$ cat config.mk
export PLATFORM = sky130hd
export DESIGN_NAME = serial_register_access_master
export DESIGN_NICKNAME = d
export VERILOG_FILES = /design/src/hdl/srm_pkg.sv /design/src/hdl/srm_engine.sv /design/src/hdl/serial_register_access_master.sv
export SDC_FILE = /design/constraint.sdc
export NUM_CORES = 1
export LEC_CHECK = 0
export BUFFER_PORTS_ARGS = -buffer_cell sky130_fd_sc_hd__buf_2
export CORE_MARGIN = 2
export CORE_UTILIZATION = 35
export CTS_BUF_LIST = sky130_fd_sc_hd__clkbuf_8
export DETAILED_ROUTE_END_ITERATION = 12
export PLACE_DENSITY_LB_ADDON = 0.15
export SYNTH_ARGS = -nofsm -noshare
export SYNTH_HDL_FRONTEND = slang
export SYNTH_SLANG_ARGS = --single-unit
$ cat constraint.sdc
create_clock -name clock -period 4 [get_ports clock]
set_input_delay 0.6 -clock clock [delete_from_list [all_inputs] [get_ports clock]]
set_output_delay 0.6 -clock clock [all_outputs]
set_load 0.02 [all_outputs]
$ cat src/hdl/srm_pkg.sv
// ----------------------------------------------------------------------------
// srm_pkg - shared types and constants for the serial register access master
// Frame geometry, register length table and the request/response records.
// ----------------------------------------------------------------------------
package srm_pkg;

   localparam int NUM_CHIPS   = 8;
   localparam int REG_COUNT   = 13;
   localparam int TABLE_SIZE  = 13;
   localparam int TABLE_IDX_W = $clog2(TABLE_SIZE);

   localparam logic [6:0] HEADER      = 7'd8;
   localparam logic [6:0] TRAILER     = 7'd4;
   localparam logic [6:0] READ_EXTRA  = 7'd2;
   localparam logic [6:0] DEFAULT_LEN = 7'd16;

   // request kind carried on tuser
   localparam logic FUNC_START = 1'b0;
   localparam logic FUNC_TICK  = 1'b1;

   localparam logic STATUS_OK       = 1'b0;
   localparam logic STATUS_BAD_ADDR = 1'b1;

   localparam logic [6:0] LEN_TABLE [TABLE_SIZE] = '{
      7'd64, 7'd32, 7'd32, 7'd32, 7'd32, 7'd16, 7'd64,
      7'd64, 7'd32, 7'd32, 7'd32, 7'd32, 7'd16
   };

   typedef struct packed {
      logic        func;
      logic        is_read;
      logic [2:0]  chip;
      logic [6:0]  reg_addr;
      logic [63:0] write_data;
      logic        miso;
   } req_item_type;

   typedef struct packed {
      logic        mosi;
      logic [7:0]  cs_mask;
      logic        busy_res;
      logic        done_res;
      logic        status;
      logic [63:0] read_data;
   } rsp_item_type;

   // length of an accepted register address
   function automatic logic [6:0] reg_len(input logic [6:0] addr);
      logic [6:0] len;
      len = DEFAULT_LEN;
      if (8'(addr) < 8'(TABLE_SIZE)) begin
         len = LEN_TABLE[TABLE_IDX_W'(addr)];
      end
      return len;
   endfunction

endpackage

$ cat src/hdl/srm_engine.sv
// ----------------------------------------------------------------------------
// srm_engine - frame sequencer
// Holds the frame state and works out one response per request in one pass.
// ----------------------------------------------------------------------------
module srm_engine import srm_pkg::*; (
   input  logic         clock,
   input  logic         reset,
   input  logic         fire,
   input  req_item_type item,
   output rsp_item_type result,
   output logic [6:0]   period_now
);

   logic [6:0]  period_ff, period_in;
   logic        active_ff, active_in;
   logic        read_ff, read_in;
   logic [2:0]  chip_ff, chip_in;
   logic [6:0]  len_ff, len_in;
   logic [63:0] tx_ff, tx_in;
   logic [63:0] rx_ff, rx_in;
   logic [6:0]  addr_ff, addr_in;

   logic [6:0] cs_end, cs_stop, total, data_idx;
   logic [5:0] rx_pos, tx_pos;

   assign period_now = period_ff;

   always_comb begin
      period_in = period_ff;
      active_in = active_ff;
      read_in   = read_ff;
      chip_in   = chip_ff;
      len_in    = len_ff;
      tx_in     = tx_ff;
      rx_in     = rx_ff;
      addr_in   = addr_ff;
      result    = '0;

      cs_end   = len_ff + (read_ff ? READ_EXTRA : 7'd0);
      cs_stop  = HEADER + cs_end;
      total    = cs_stop + TRAILER;
      data_idx = period_ff - HEADER;
      rx_pos   = 6'(data_idx - 7'd1) ^ 6'd15;   // word-wise MSB first
      tx_pos   = 6'(data_idx) ^ 6'd15;

      if (item.func == FUNC_START) begin
         if (active_ff) begin
            result.busy_res = 1'b1;
         end else if (8'(item.reg_addr) >= 8'(REG_COUNT)) begin
            result.status = STATUS_BAD_ADDR;
         end else begin
            read_in   = item.is_read;
            chip_in   = item.chip;
            addr_in   = item.reg_addr;
            len_in    = reg_len(item.reg_addr);
            tx_in     = item.is_read ? 64'd0 : item.write_data;
            rx_in     = '0;
            period_in = '0;
            active_in = 1'b1;
            result.busy_res = 1'b1;
         end
      end else if (active_ff) begin
         if (period_ff == 7'd0) begin
            result.mosi = read_ff;
         end else if (period_ff < HEADER) begin
            result.mosi = addr_ff[3'(HEADER - 7'd1 - period_ff)];
         end else if (read_ff) begin
            result.mosi = addr_ff[0];
            if (data_idx >= 7'd1 && data_idx <= len_ff && item.miso) begin
               rx_in[rx_pos] = 1'b1;
            end
         end else if (data_idx < len_ff) begin
            result.mosi = tx_ff[tx_pos];
         end

         if (period_ff < cs_stop && 4'({1'b0, chip_ff}) < 4'(NUM_CHIPS)) begin
            result.cs_mask = 8'd1 << chip_ff;
         end

         result.busy_res = 1'b1;
         if (period_ff + 7'd1 >= total) begin
            active_in        = 1'b0;
            period_in        = '0;
            result.done_res  = 1'b1;
            result.read_data = read_ff ? rx_in : 64'd0;
         end else begin
            period_in = period_ff + 7'd1;
         end
      end
   end

   always_ff @(posedge clock) begin
      if (reset) begin
         period_ff <= '0;
         active_ff <= 1'b0;
         read_ff   <= 1'b0;
         chip_ff   <= '0;
         len_ff    <= '0;
         tx_ff     <= '0;
         rx_ff     <= '0;
         addr_ff   <= '0;
      end else if (fire) begin
         period_ff <= period_in;
         active_ff <= active_in;
         read_ff   <= read_in;
         chip_ff   <= chip_in;
         len_ff    <= len_in;
         tx_ff     <= tx_in;
         rx_ff     <= rx_in;
         addr_ff   <= addr_in;
      end
   end

endmodule

$ cat src/hdl/serial_register_access_master.sv
// ----------------------------------------------------------------------------
// serial_register_access_master - register read/write master for serial chips
// Each request is a start or one serial clock period; each gives one response.
// ----------------------------------------------------------------------------
//  channel | direction | handshake            | payload
//  req_    | in        | req_tvalid/tready    | tuser = kind, tdata = fields
//  rsp_    | out       | rsp_tvalid/tready    | tdata = serial outputs, status
//
//  A request is captured in the input register, evaluated in one pass by the
//  frame sequencer and lands in the response register; one request per cycle
//  is sustained while the response is not stalled, set by the single pass
//  through the sequencer's count and shift logic.
//  Synchronous active-high reset empties both registers and closes any frame.
//  A stalled response holds the pipe; the input register still takes a new
//  request whenever the pipe advances in the same cycle.
// ----------------------------------------------------------------------------
module serial_register_access_master import srm_pkg::*; (
   input  logic        clock,
   input  logic        reset,
   input  logic        req_tvalid,
   output logic        req_tready,
   // bit 0 is_read, 3:1 chip, 10:4 reg_addr, 74:11 write_data, 75 miso,
   // 79:76 zero
   input  logic [79:0] req_tdata,
   // bit 0 func
   input  logic        req_tuser,
   output logic        rsp_tvalid,
   input  logic        rsp_tready,
   // bit 0 mosi, 8:1 cs_mask, 9 busy_res, 10 done_res, 11 status,
   // 75:12 read_data, 79:76 zero
   output logic [79:0] rsp_tdata
);

   req_item_type in_ff, in_in;
   logic         in_valid_ff;
   rsp_item_type out_ff, result;
   logic         out_valid_ff;
   logic         advance;
   logic [6:0]   period_now;

   // pipe moves when the response slot is free or being drained
   assign advance    = in_valid_ff && (!out_valid_ff || rsp_tready);
   assign req_tready = !in_valid_ff || advance;

   assign in_in.func       = req_tuser;
   assign in_in.is_read    = req_tdata[0];
   assign in_in.chip       = req_tdata[3:1];
   assign in_in.reg_addr   = req_tdata[10:4];
   assign in_in.write_data = req_tdata[74:11];
   assign in_in.miso       = req_tdata[75];

   srm_engine u_engine (
      .clock      (clock),
      .reset      (reset),
      .fire       (advance),
      .item       (in_ff),
      .result     (result),
      .period_now (period_now)
   );

   always_ff @(posedge clock) begin
      if (reset) begin
         in_valid_ff  <= 1'b0;
         out_valid_ff <= 1'b0;
      end else begin
         if (req_tready) begin
            in_valid_ff <= req_tvalid;
         end
         if (advance) begin
            out_valid_ff <= 1'b1;
         end else if (rsp_tready) begin
            out_valid_ff <= 1'b0;
         end
      end
   end

   // payload registers, no reset
   always_ff @(posedge clock) begin
      if (req_tready && req_tvalid) begin
         in_ff <= in_in;
      end
      if (advance) begin
         out_ff <= result;
      end
   end

   assign rsp_tvalid = out_valid_ff;
   assign rsp_tdata  = {4'd0, out_ff.read_data, out_ff.status, out_ff.done_res,
                        out_ff.busy_res, out_ff.cs_mask, out_ff.mosi};

   // at most one chip selected per period
   assert property (@(posedge clock) disable iff (reset)
      out_valid_ff |-> $onehot0(out_ff.cs_mask))
      else $error("more than one chip select active");

   // a rejected start never reports an open frame
   assert property (@(posedge clock) disable iff (reset)
      (out_valid_ff && out_ff.status == STATUS_BAD_ADDR) |-> !out_ff.busy_res)
      else $error("bad address reported with busy");

   // the end of a frame is always inside a frame
   assert property (@(posedge clock) disable iff (reset)
      (out_valid_ff && out_ff.done_res) |-> out_ff.busy_res)
      else $error("done without busy");

   // the period counter never runs past the longest frame
   assert property (@(posedge clock) disable iff (reset)
      period_now < 7'd64 + READ_EXTRA + HEADER + TRAILER)
      else $error("period counter out of range");

   // a stalled response is not overwritten
   assert property (@(posedge clock) disable iff (reset)
      (out_valid_ff && !rsp_tready) |=> $stable(out_ff))
      else $error("stalled response changed");

endmodule
== Word-level counts from Yosys, hierarchy flattened ==
Memory sizes are Yosys's and may differ from the RTL's. A register that Yosys moved wholly into a read port is not among the register bits.
Cells that the tools add are included.
Widths: inputs -> output; s select.

* Add/subtract/negate cells: 7
* Magnitude comparators: 11
* Equality and inequality tests: 3
* Shifts and indexed selects: 1
* Mux-type cells: 36
* Bitwise gates (word level): 7
* Reduce and logical (&&, ||, !) cells: 17

{| class="wikitable"
|+ Operator list
! operator !! number
|-
| $mux 64 || 9
|-
| $or 64x64->64 || 1
|-
| $mux 7 || 5
|-
| $mux 1 || 17
|-
| $lt 6x7->1 const B || 2
|-
| $lt 7x7->1 || 2
|-
| $reduce_and 4->1 || 3
|-
| $not 4->4 || 2
|-
| $shl 1x3->8 const A || 1
|-
| $add 4x7->7 const A || 1
|-
| $add 7x1->7 const B || 1
|-
| $add 7x3->7 const B || 1
|-
| $add 7x7->7 || 1
|-
| $ge 7x1->1 const B || 1
|-
| $ge 7x4->1 const B || 1
|-
| $ge 7x7->1 || 1
|-
| $le 7x7->1 || 1
|-
| $logic_not 7->1 || 1
|-
| $lt 7x4->1 const B || 1
|-
| $sub 7x4->7 const B || 1
|-
| $bmux 1 s6 || 1
|-
| $demux 1 s6 || 1
|-
| $ge 6x1->1 const B || 1
|-
| $sub 6x1->6 const B || 1
|-
| other kinds (15) || 25
|}

* Register bits after elaboration: 302
* ROM bits: 112
* Input bits: 85
* Logic and storage cells: 104
* Memories: 1

{| class="wikitable"
|+ Memories
! memory !! depth !! width !! read ports !! clocked after Yosys merged registers in !! write ports !! line !! text
|-
| (name not given) || 16 || 7 || 1 || 1 || 0 || srm_pkg.sv:52 || <nowiki>len = LEN_TABLE[TABLE_IDX_W'(addr)];</nowiki>
|}

== Depth between registers and ports, before layout ==
Gate-level depths: netlist of run 1.

* Depth after elaboration: 14
* Gate-level depth with buffers: 14
* Gate-level depth less buffers: 10

== By module ==
A second synthesis of run 1 with hierarchy kept.

* Cell total of the unflattened synthesis: 1106
* Area total of the unflattened synthesis: 12458.2 sq um

{| class="wikitable"
|+ Modules (own cells, without submodules)
! module !! times used !! cells each !! area an instance (sq um) !! seq. area each (sq um)
|-
| srm_engine || 1 || 938 || 7726.2 || 3002.9
|-
| serial_register_access_master || 1 || 168 || 4732.0 || 4634.4
|}

== Worst setup path before layout of run 1 ==
No wires, ideal clock.

* Path type: input to register
* Start point: input port rsp_tready
* End point: register in_ff[0] in the netlist's numbering, enable pin
* Arrival: 2.681 ns
* Data required time: 3.556 ns
* Slack: 0.875 ns
* Stages on the path: 3
* Cells stage by stage: nor2b_1 nand2_1 and2_1

* Cells in the longest elaborated chain, start to end: 4

{| class="wikitable"
|+ Ends and longest elaborated chain
! item !! line !! text
|-
| start: declaration || serial_register_access_master.sv:28 || <nowiki>input logic rsp_tready,</nowiki>
|-
| $logic_or 1x1->1 || serial_register_access_master.sv:42 || <nowiki>assign advance = in_valid_ff && (!out_valid_ff || rsp_tready);</nowiki>
|-
| $logic_and 1x1->1 || serial_register_access_master.sv:42 ||
|-
| $logic_or 1x1->1 || serial_register_access_master.sv:43 || <nowiki>assign req_tready = !in_valid_ff || advance;</nowiki>
|-
| via req_tready || serial_register_access_master.sv:21 || <nowiki>output logic req_tready,</nowiki>
|-
| $logic_and 1x1->1 || serial_register_access_master.sv:79 || <nowiki>if (req_tready && req_tvalid) begin</nowiki>
|-
| end signal: assignment || serial_register_access_master.sv:80 || <nowiki>in_ff <= in_in;</nowiki>
|-
| end: declaration || serial_register_access_master.sv:34 || <nowiki>req_item_type in_ff, in_in;</nowiki>
|}

The timed path passes the listed nets, and every way through them passes these cells.
A chain may end at the register's enable or synchronous reset.

== Worst setup path in the final report of run 1 ==
* Start point: register u_engine.period_ff[3] (netlist: u_engine.period_now[3])
* End point: register out_ff (netlist bit rsp_tdata[27]), data pin

* Cells in the longest elaborated chain, start to end: 12
* Elaborated cells between the ends (all ways): 22
* Those cells by class: add/sub: 3; order compare: 6; mux: 6; bitwise: 2; reduce/logical: 5

{| class="wikitable"
|+ Ends and longest elaborated chain
! item !! line !! text
|-
| start: declaration || srm_engine.sv:14 || <nowiki>logic [6:0] period_ff, period_in;</nowiki>
|-
| start signal: assignment || srm_engine.sv:103 || <nowiki>period_ff <= period_in;</nowiki>
|-
| $sub 7x4->7 || srm_engine.sv:42 || <nowiki>data_idx = period_ff - HEADER;</nowiki>
|-
| $sub 6x1->6 || srm_engine.sv:43 || <nowiki>rx_pos = 6'(data_idx - 7'd1) ^ 6'd15;</nowiki>
|-
| $not 4->4 (no line) || -- ||
|-
| $lt 6x7->1 (not written as such) or $ge 6x1->1 (tied branches) || srm_engine.sv:70 || <nowiki>rx_in[rx_pos] = 1'b1;</nowiki>
|-
| $logic_and 1x1->1 (not written as such) || srm_engine.sv:70 ||
|-
| $mux 1 (not written as such) || srm_engine.sv:70 ||
|-
| $demux 1 s6 || -- ||
|-
| $or 64x64->64 (no line) || -- ||
|-
| $mux 64 || srm_engine.sv:69 || <nowiki>if (data_idx >= 7'd1 && data_idx <= len_ff && item.miso) begin</nowiki>
|-
| $mux 64 || srm_engine.sv:67 || <nowiki>end else if (read_ff) begin</nowiki>
|-
| $mux 64 || srm_engine.sv:65 || <nowiki>end else if (period_ff < HEADER) begin</nowiki>
|-
| $mux 64 || srm_engine.sv:63 || <nowiki>if (period_ff == 7'd0) begin</nowiki>
|-
| end signal: assignment || serial_register_access_master.sv:83 || <nowiki>out_ff <= result;</nowiki>
|-
| end: declaration || serial_register_access_master.sv:36 || <nowiki>rsp_item_type out_ff, result;</nowiki>
|}

Several ways; a longest one is shown, not always the timed one.

==> run metrics, run 1 <==
crit path DAT=3920 ps; die height=just under 200 um; CTS Hold Bufs=0; maximum VDD drop=~0.00023 V; PostCTS Resize Cnt=0; RSZ-0062 raised after global routing=false; leakage=5.06 nW; detailed placement HPWL=approximately 20 mm; TNS Setup=0 ps; Adder-Cell Fraction of Synth Area=0.0210; CP Max Fanout=10; Iter 0 DRT Violations=between 400 and 500; mux cell area share after synthesis=0.0305; Yosys Warn Count=0; clk sink count=~310; Antenna Cells=0; die area=between 0.03 and 0.04 mm2; final hold violation count=0; worst-skew pair later-pin latency=600 ps; synthesis-stage register bit count=between 300 and 400; Seq pwr share=0.532; Die X-Extent=approximately 190 um; Rows=69; htree depth=2; Place WS=approximately 560 ps; minimum hold slack=roughly 170 ps; crit path capture=rsp_tdata[27]; vias in the first global route=9070; area of the multi-input gates=0.00448 mm2; Synth Area in Compound Gates=0.127; largest family of logic cells by synthesized area=simple AND/OR/NAND/NOR gates; Worst Tran Pin Value=between 1000 and 1500 ps; Critical Path RT=between 4000 and 5000 ps; antenna viol nets, final=0; worst r2r dst=rsp_tdata[27]; area delta synth->final=17.9%; Final Max Tran Viols=0; critical path class=reg2reg; Switch Pwr=1.46 mW; Post-Synthesis Cells=1142; core area=0.0354 mm2; Setup Fix Bufs, Post-CTS=0; CTS tree=done; worst reg2reg path depth=11; XOR/XNOR Fraction of Synth Area=0.00698; Storage cell area=0.00764 mm2; internal power=just under 5 mW; maximum clock frequency=0.288 GHz; ratio of cells with drive above 1 in the final layout=0.214; Switching Fraction=0.228; Min-Delay Path Class=in2reg; TritonCTS buffer count=between 50 and 60; FILL cells=about 3500; reg2reg setup slack=520 ps; pwr dens=between 400 and 500 mW/mm2; Post-synth EDFFs=153; nets=between 1000 and 1500; syn avg cell area=11.0 um2; FFs w/ async S/R, synth=0; final setup fails=0; first-pass GRT wire length=49.7 mm; Period Utilization, post-route=0.869; Crit. End Element=flop; via count=~9000; routed vias/inst=roughly 5.0; I/O pin cnt=roughly 170; DRC viols=0; initial antenna violation count=0; crit start category=flop; status=finished, final reports clean; starting density of the core=0.354; Final WS setup=around 520 ps; overall power=between 6 and 7 mW; Worst R2R Start=u_engine.period_now[3]; share of the yosys chip area belonging to registers=0.609; relative slew slack=0.308; WL final=approximately 30 mm; GRT overflow=0; Post-Syn Area=approximately 0.013 mm2; Simple-Gate Fraction of Synth Area=0.168; post-layout util=0.418; gp weighted congestion=0.797; Period minus WS final=3480 ps; MaxCap Viol Count=0; gr usage total=0.164; top_reg_cell synth=edfxtp_1; Port Buffers=about 160; TritonRoute pass-1 iters=5; WL per Instance=between 15 and 20 um; clock-pin slew on the worst setup and hold paths=60 ps; Clk pwr share=0.427; Comb pwr share=0.041; CP Launch Point=u_engine.period_now[3]; Setup Skew=22.0 ps; Max clock buf depth=3; pin count of the biggest net entering global routing=between 70 and 80; Root Buffer=clkbuf_8; synth unique cells=57
## power groups by stage
| stage | Sequential [mW] | Clock (mW) | Combinational, mW |
|---|---|---|---|
| CTS | 3.40 | 2.84 | 0.269 |
| floorplan | 3.52 | 0 | 0.105 |
| global placement | 3.47 | 0 | 0.267 |
| detailed placement | 3.47 | 0 | 0.268 |
| finish | 3.40 | 2.73 | 0.262 |
| global route | 3.41 | 2.98 | 0.287 |
## registers in the layout, summed over array words and instances, names as in the netlist, 3 cells and up
register / count
in_ff: 77
rsp_tdata: 76
u_engine.rx_ff: 64
u_engine.tx_ff: 64
u_engine.addr_ff: 7
u_engine.period_now: 7
u_engine.chip_ff: 3
u_engine.len_ff: 3
## per-stage QoR
stage / cells / cell area (um2)
CTS: 1795 / 14800
detailed placement: 1697 / 13800
finish: 1795 / 14800
floorplan: 1145 / 12600
global placement: 1697 / 13800
global route: 1795 / 14800
## area by class of cell
type / count / share of cell area
Clock buffer: 59 / 0.0549
Clock inverter: 39 / 0.0150
Inverter: 15 / 0.00381
Multi-Input combinational cell: 732 / 0.303
Sequential cell: 305 / 0.517
Tap cell: 461 / 0.0390
Timing Repair Buffer: 184 / 0.0677
## Yosys cell counts (4+ instances only)
cell | number | area [um2]
edfxtp_1 | 153 | 4590
dfxtp_1 | 152 | 3040
nand2_1 | 136 | 510
a21oi_1 | 118 | 591
nor2_1 | 109 | 409
nand3b_1 | 66 | 495
clkbuf_1 | 55 | 206
a31oi_1 | 30 | 188
o21ai_0 | 27 | 135
buf_2 | 26 | 130
nor3_1 | 26 | 130
a32oi_1 | 25 | 219
ha_1 | 21 | 263
nand3_1 | 19 | 95.1
mux4_2 | 14 | 315
inv_1 | 12 | 45.0
a22o_1 | 11 | 96.3
and3_1 | 11 | 68.8
o21a_1 | 10 | 75.1
nand2b_1 | 9 | 56.3
and2_1 | 8 | 50.1
nand4_1 | 8 | 50.1
xnor2_1 | 7 | 61.3
and4_1 | 6 | 52.6
buf_1 | 6 | 22.5
buf_4 | 6 | 45.0
mux2_2 | 6 | 67.6
nor3b_1 | 6 | 45.0
nor2b_1 | 5 | 31.3
a2111oi_0 | 4 | 35.0
nor4_1 | 4 | 25.0
or3_1 | 4 | 25.0
## critical path, stage by stage, from the launching register on
cell	delay, ps
dfxtp_1	560
clkinv_1	160
ha_1	260
xor2_1	140
buf_4	170
ha_1	280
nor2b_1	130
o21a_1	190
o22ai_1	420
nand4_1	470
nor3b_1	340
o21a_1	170
## worst min-delay path by stage
| stage | start | endpoint | slack [ps] | cells after the start |
|---|---|---|---|---|
| floorplan | u_engine.rx_ff[11] | u_engine.rx_ff[11] | 430 | 2 |
| global placement | u_engine.rx_ff[57] | u_engine.rx_ff[57] | 430 | 2 |
| detailed placement | u_engine.rx_ff[57] | u_engine.rx_ff[57] | 440 | 2 |
| CTS | req_tdata[8] | in_ff[69] | 120 | 1 |
| global route | req_tdata[8] | in_ff[69] | 130 | 1 |
| finish | req_tdata[8] | in_ff[69] | 170 | 1 |
## logic make-up (layout without fill, tap and decap cells)
family / Yosys count / after routing
adders and majority gates: 21 / 21
buffers and inverters: 108 / 297
muxes: 20 / 20
DFF: 305 / 305
xor gates and xnor gates: 10 / 10
AOI/OAI and AO/OA: 253 / 253
and+or+nand+nor: 424 / 424
other: 1 / 4
## layer usage
metal  up-vias  wire, um  GRT usage
met5         -         0          0
met4         0       856     0.0585
met3        70      1390     0.0303
met2       243     14700      0.271
met1      4265     13800      0.216
li1       4458         -          -
## cell usage in the layout (no fill, tap or decap), drive strengths merged, types with 7 or more instances in the layout
cell and n:
clkinv 16, o21a 10, a32oi 25, and2 9, ha 21, nand4 8, nand3b 66, dfxtp 152
a31oi 30, nand3 19, nand2b 9, nor2 109, a22o 11, nor3 27, buf 184, and3 11
o21ai 27, edfxtp 153, xnor2 7, nand2 136, a21oi 118, clkbuf 59, mux4 14, inv 34
(Power assumes the default switching activity.)
==> run 2, diff against run 1 <==
--- a/config.mk
+++ b/config.mk
@@ -10,6 +10,7 @@
 export CORE_UTILIZATION = 35
 export CTS_BUF_LIST = sky130_fd_sc_hd__clkbuf_8
 export DETAILED_ROUTE_END_ITERATION = 12
+export GPL_ROUTABILITY_DRIVEN = 0
 export PLACE_DENSITY_LB_ADDON = 0.15
 export SYNTH_ARGS = -nofsm -noshare
 export SYNTH_HDL_FRONTEND = slang
==> constraint.sdc (replaced) <==
create_clock -name clock -period 3.8 [get_ports clock]
set_input_delay 0.57 -clock clock [delete_from_list [all_inputs] [get_ports clock]]
set_output_delay 0.57 -clock clock [all_outputs]
set_load 0.02 [all_outputs]
==> run 2 against run 1 <==
  * Cell count is the same
  * Global-route usage shrank 0.18 points
  * Via count up 0.24%
  * Routed wire length increased by 0.32%
  * Clock skew grew 6.1 ps
  * Die area stayed put
  * Core utilization is 0.088 points lower
  * Fmax up 4.1%
  * Clock power up 2%
  * Clock-buffer cell count down 2
  * Critical path type unchanged
  * Critical endpoint is now rsp_tdata[35]
==> run metrics, run 2 (synthesis results as in run 1) <==
status=finished, final reports clean (unchanged); core area=0.0354 mm2 (unchanged); maximum VDD drop=0.000232 V (was 0.000233 V); area of the multi-input gates=0.00448 mm2 (unchanged); critical path class=reg2reg (unchanged); WL per Instance=17.2 um (was 17.1 um); CTS tree=done (unchanged); CP cell instances=inv_1, ha_1, xor2_1, buf_4, ha_1, nor2b_1, o21a_1, o22ai_1, nand4_1, nor3_1, o21a_1 (was clkinv_1, ha_1, xor2_1, buf_4, ha_1, nor2b_1, o21a_1, o22ai_1, nand4_1, nor3b_1, o21a_1); maximum clock frequency=0.300 GHz (was 0.288 GHz); vias in the first global route=8965 (was 9070); gr usage total=0.162 (was 0.164); Setup Fix Bufs, Post-CTS=0 (unchanged); Critical-path top delay cell=dfxtp_1 (unchanged); TritonRoute pass-1 iters=4 (was 5); area delta synth->final=17.6% (was 17.9%); CTS Hold Bufs=0 (unchanged); CP bufs+invs=2 (unchanged); Largest Register=in_ff (unchanged); Worst Tran Pin Value=1060 ps (was 1040 ps); DRC viols=0 (unchanged); post-route insts no fill=1795 (unchanged); detailed placement HPWL=19.7 mm (was 20.2 mm); crit start category=flop (unchanged); cell family with most CP delay=simple AND/OR/NAND/NOR gates (unchanged); Storage cell area=0.00764 mm2 (unchanged); leakage=5.05 nW (was 5.06 nW); commonest non-fill, non-tap cell in the layout=buf_2 (unchanged); Port Buffers=158 (unchanged); Max clock buf depth=3 (unchanged); ratio of cells with drive above 1 in the final layout=0.211 (was 0.214); Period minus WS final=3340 ps (was 3480 ps); most frequent cells in the layout=157 x buf_2, 153 x edfxtp_1, 152 x dfxtp_1 (unchanged); Crit. End Element=flop (unchanged); antenna viol nets, final=0 (unchanged); DP Cell Count=1699 (was 1697); final hold violation count=0 (unchanged); starting density of the core=0.354 (unchanged); nets=1398 (was 1396); die height=193 um (unchanged); Iter 0 DRT Violations=469 (was 436); worst-skew pair later-pin latency=590 ps (was 600 ps); crit path DAT=3760 ps (was 3920 ps); Min-Delay Path Class=in2reg (unchanged); Antenna Cells=0 (unchanged); clk sink count=305 (unchanged); I/O pin cnt=167 (unchanged); MaxCap Viol Count=0 (unchanged); htree depth=2 (unchanged); PostCTS Resize Cnt=0 (unchanged); pin count of the biggest net entering global routing=78 (unchanged); relative slew slack=0.290 (was 0.308); first-pass GRT wire length=49.0 mm (was 49.7 mm); via count=9058 (was 9036); slowest stage delay, CP=500 ps (was 560 ps); Final Max Tran Viols=0 (unchanged); Die X-Extent=193 um (unchanged); routed vias/inst=5.05 (was 5.03); TritonCTS buffer count=52 (unchanged); Largest register FFs=77 (unchanged); WL final=30.9 mm (was 30.8 mm); TNS Setup=0 ps (unchanged); RSZ-0062 raised after global routing=false (unchanged); die area=0.0374 mm2 (unchanged); GRT overflow=0 (unchanged); final setup fails=0 (unchanged); Setup Skew=28.1 ps (was 22.0 ps); pwr dens=451 mW/mm2 (was 433 mW/mm2); Root Buffer=clkbuf_8 (unchanged); initial antenna violation count=0 (unchanged); Period Utilization, post-route=0.879 (was 0.869); Critical Path RT=4220 ps (was 4440 ps); Rows=69 (unchanged); FILL cells=3548 (was 3522); clock-pin slew on the worst setup and hold paths=60 ps (about the same); CP Max Fanout=8 (was 10)
-- run 2: cell type report --
cell class	count	area share
sequential	305	0.518
multi-input combinational	732	0.304
timing repair buffer	186	0.0689
clock buffer	57	0.0532
tap	461	0.0391
clock inverter	39	0.0137
inverter	15	0.00382
-- run 2: routing by layer --
metal / part of all wire / wire (um) / global-route usage
met1: 0.45 / 13800 / 0.215
met2: 0.48 / 14800 / 0.266
met3: 0.046 / 1420 / 0.0317
met4: 0.025 / 785 / 0.0563
met5: 0 / 0 / 0
-- run 2: stage by stage --
| stage | worst slack, ps | power, mW | hold WS, ps | area [um2] | util |
|---|---|---|---|---|---|
| 2_1_floorplan | 692 | 3.81 | 426 | 12600 | - |
| 3_3_place_gp | 486 | 3.93 | 434 | 13800 | 0.389 |
| 3_5_place_dp | 425 | 3.94 | 441 | 13800 | 0.389 |
| 4_1_cts | 430 | 6.76 | 121 | 14800 | 0.417 |
| 5_1_grt | 175 | 6.94 | 116 | 14800 | 0.417 |
| 6_report | 461 | 6.65 | 163 | 14800 | 0.417 |
-- run 2: where the power goes --
group	internal, mW	switching [mW]	total (mW)	leakage, nW
Clock	1.51	1.28	2.79	0.575
Sequential	3.55	0.0321	3.58	2.65
Combinational	0.0894	0.186	0.275	1.82
Total	5.15	1.50	6.65	5.05
-- run 2: worst paths after layout --
check | endpoint | startpoint | cells past startpoint | slack, ps
setup reg to reg | rsp_tdata[35] | u_engine.period_now[4] | 11 | 460
hold reg to reg | u_engine.tx_ff[13] | u_engine.tx_ff[13] | 2 | 450
setup / recovery | rsp_tdata[35] | u_engine.period_now[4] | 11 | 460
hold / removal | in_ff[53] | req_tdata[63] | 1 | 160
==> run 3, diff against run 2 <==
--- a/config.mk
+++ b/config.mk
@@ -7,7 +7,7 @@
 export LEC_CHECK = 0
 export BUFFER_PORTS_ARGS = -buffer_cell sky130_fd_sc_hd__buf_2
 export CORE_MARGIN = 2
-export CORE_UTILIZATION = 35
+export CORE_UTILIZATION = 58
 export CTS_BUF_LIST = sky130_fd_sc_hd__clkbuf_8
 export DETAILED_ROUTE_END_ITERATION = 12
 export GPL_ROUTABILITY_DRIVEN = 0
==> run 3 against run 2 <==
  * Die area down 39%
  * Power is 2.2% lower
  * Fmax is 0.12% higher
  * Sequential cell count unchanged
  * Critical path depth shrank 2
  * Core utilization up 27 points
  * Clock power decreased by 5%
  * Non-clock buffer count is 1 lower
  * Sequential share of layout area rose by 1.1 points
  * First-iteration DRC count increased by 21%
  * Critical path type unchanged
  * Largest cell class unchanged
==> run metrics, run 3 (synthesis results as in run 1) <==
Crit. End Element=flop (unchanged); Largest Register=in_ff (unchanged); Period minus WS final=3330 ps (was 3340 ps); starting density of the core=0.593 (was 0.354); TNS Setup=0 ps (unchanged); worst reg2reg path depth=9 (was 11); Top Metal Used=met4 (unchanged); Rows=53 (was 69); via count=9045 (was 9058); reg2reg setup slack=470 ps (was 460 ps); detailed placement HPWL=17.7 mm (was 19.7 mm); antenna viol nets, final=0 (unchanged); Port Buffers=158 (unchanged); Final WS setup=465 ps (was 461 ps); met3 WL=1.54 mm (was 1.42 mm); Critical Path RT=4070 ps (was 4220 ps); core area=0.0212 mm2 (was 0.0354 mm2); post-route insts no fill=1600 (was 1795); Seq pwr share=0.552 (was 0.539); Worst Tran Pin Value=1150 ps (was 1060 ps); Comb pwr share=0.040 (was 0.041); pwr dens=450 mW/mm2 (was 451 mW/mm2); maximum clock frequency=0.300 GHz (about the same); vias in the first global route=8356 (was 8965); CTS Hold Bufs=0 (unchanged); Clk pwr share=0.408 (was 0.419); die area=0.0228 mm2 (was 0.0374 mm2); Setup Fix Bufs, Post-CTS=0 (unchanged); htree depth=2 (unchanged); WL per Instance=16.6 um (was 17.2 um); fin area=0.0144 mm2 (was 0.0148 mm2); ratio of cells with drive above 1 in the final layout=0.211 (about the same); Place WS=510 ps (was 425 ps); TritonCTS buffer count=48 (was 52); RSZ-0062 raised after global routing=false (unchanged); M1 wire length=11.2 mm (was 13.8 mm); nets=1393 (was 1398); WL final=26.6 mm (was 30.9 mm); FILL cells=1633 (was 3548); placed cell areas=0.0135 mm2 (was 0.0138 mm2); Final Max Tran Viols=0 (unchanged); Critical Path Most Common Cell=ha_1; internal power=5.07 mW (was 5.15 mW); PostCTS Resize Cnt=0 (unchanged); final setup fails=0 (unchanged); Switch Pwr=1.43 mW (was 1.50 mW); Largest register FFs=77 (unchanged); crit path DAT=3600 ps (was 3760 ps); status=finished, final reports clean (unchanged); DRC viols=0 (unchanged); Iter 0 DRT Violations=569 (was 469); die height=151 um (was 193 um); Max clock buf depth=3 (unchanged); Switching Fraction=0.220 (was 0.226); leakage=5.00 nW (was 5.05 nW); MaxCap Viol Count=0 (unchanged); CTS tree=done (unchanged); DP Cell Count=1512 (was 1699); slowest stage delay, CP=640 ps (was 500 ps); Min-Delay Path Class=in2reg (unchanged); CP Max Fanout=56 (was 8); TritonRoute pass-1 iters=5 (was 4); clk sink count=305 (unchanged); relative slew slack=0.233 (was 0.290); pin count of the biggest net entering global routing=89 (was 78); worst-skew pair later-pin latency=560 ps (was 590 ps); Antenna Cells=0 (unchanged); Die X-Extent=151 um (was 193 um); most frequent cells in the layout=157 x buf_2, 153 x edfxtp_1, 152 x dfxtp_1 (unchanged); commonest non-fill, non-tap cell in the layout=buf_2 (unchanged); I/O pin cnt=167 (unchanged); Critical-path top delay cell=dfxtp_1 (unchanged); first-pass GRT wire length=42.3 mm (was 49.0 mm); maximum VDD drop=0.000314 V (was 0.000232 V); critical path class=reg2reg (unchanged); minimum hold slack=197 ps (was 163 ps); routed vias/inst=5.65 (was 5.05); Cells on Worst Hold Path=1 (unchanged); Storage cell area=0.00764 mm2 (unchanged); crit start category=flop (unchanged); initial antenna violation count=0 (unchanged); final hold violation count=0 (unchanged); CP cell instances=clkinv_1, ha_1, ha_1, o211ai_1, o21ai_0, a21oi_1, or3_1, buf_4, nor2_1 (was inv_1, ha_1, xor2_1, buf_4, ha_1, nor2b_1, o21a_1, o22ai_1, nand4_1, nor3_1, o21a_1); WL met2=13.1 mm (was 14.8 mm); Root Buffer=clkbuf_8 (unchanged); area of the multi-input gates=0.00448 mm2 (unchanged); GRT overflow=0 (unchanged); area delta synth->final=15.2% (was 17.6%); gr usage total=0.235 (was 0.162); Setup Skew=38.5 ps (was 28.1 ps); Period Utilization, post-route=0.878 (was 0.879); clock-pin slew on the worst setup and hold paths=60 ps (about the same)
-- run 3: cell count changes in the layout (fill, tap and decap cells not counted), sizes merged --
cell,delta
clkinvlp,+1
buf,-1
clkbuf,-3
clkinv,-3
inv,-3
-- run 3: cell type report --
class	instances	share of cell area
clock inverters	34	0.0131
inverters	15	0.00390
clock buffers	54	0.0515
multi-input cells	732	0.310
flip-flops and latches	305	0.529
repair buffers	185	0.0689
well taps	275	0.0238
-- run 3: per-stage QoR --
| step | utilization | power (mW) |
|---|---|---|
| floorplan | - | 3.81 |
| global placement | 0.639 | 3.92 |
| detailed placement | 0.639 | 3.92 |
| CTS | 0.683 | 6.56 |
| global route | 0.683 | 6.74 |
| finish | 0.683 | 6.50 |
-- run 3: path summary, 6_finish.rpt --
path                          startpoint                  to
setup reg to reg  u_engine.period_now[0]       rsp_tdata[50]
hold / removal                 req_tuser           in_ff[76]
hold reg to reg       u_engine.tx_ff[37]  u_engine.tx_ff[37]
setup / recovery  u_engine.period_now[0]       rsp_tdata[50]
-- run 3: per-layer routing --
metal,track usage,vias to the layer above
met4,0.0930,0
met5,0,-
met3,0.0425,53
li1,-,4455
met1,0.303,4225
met2,0.396,312
-- run 3: power groups by stage --
stage	logic, mW	registers, mW	clock network, mW
global route	0.286	3.60	2.85
finish	0.261	3.59	2.65
floorplan	0.110	3.70	0
CTS	0.265	3.59	2.71
global placement	0.261	3.66	0
detailed placement	0.264	3.66	0
-- run 3: worst max-delay path, delay by kind of cell, from the launching register on --
kind | cells | cell delay, ps
AOI/OAI and AO/OA | 3 | 660
adders and majority gates | 2 | 810
buffers and inverters | 2 | 630
DFF | 1 | 640
and+or+nand+nor | 2 | 290
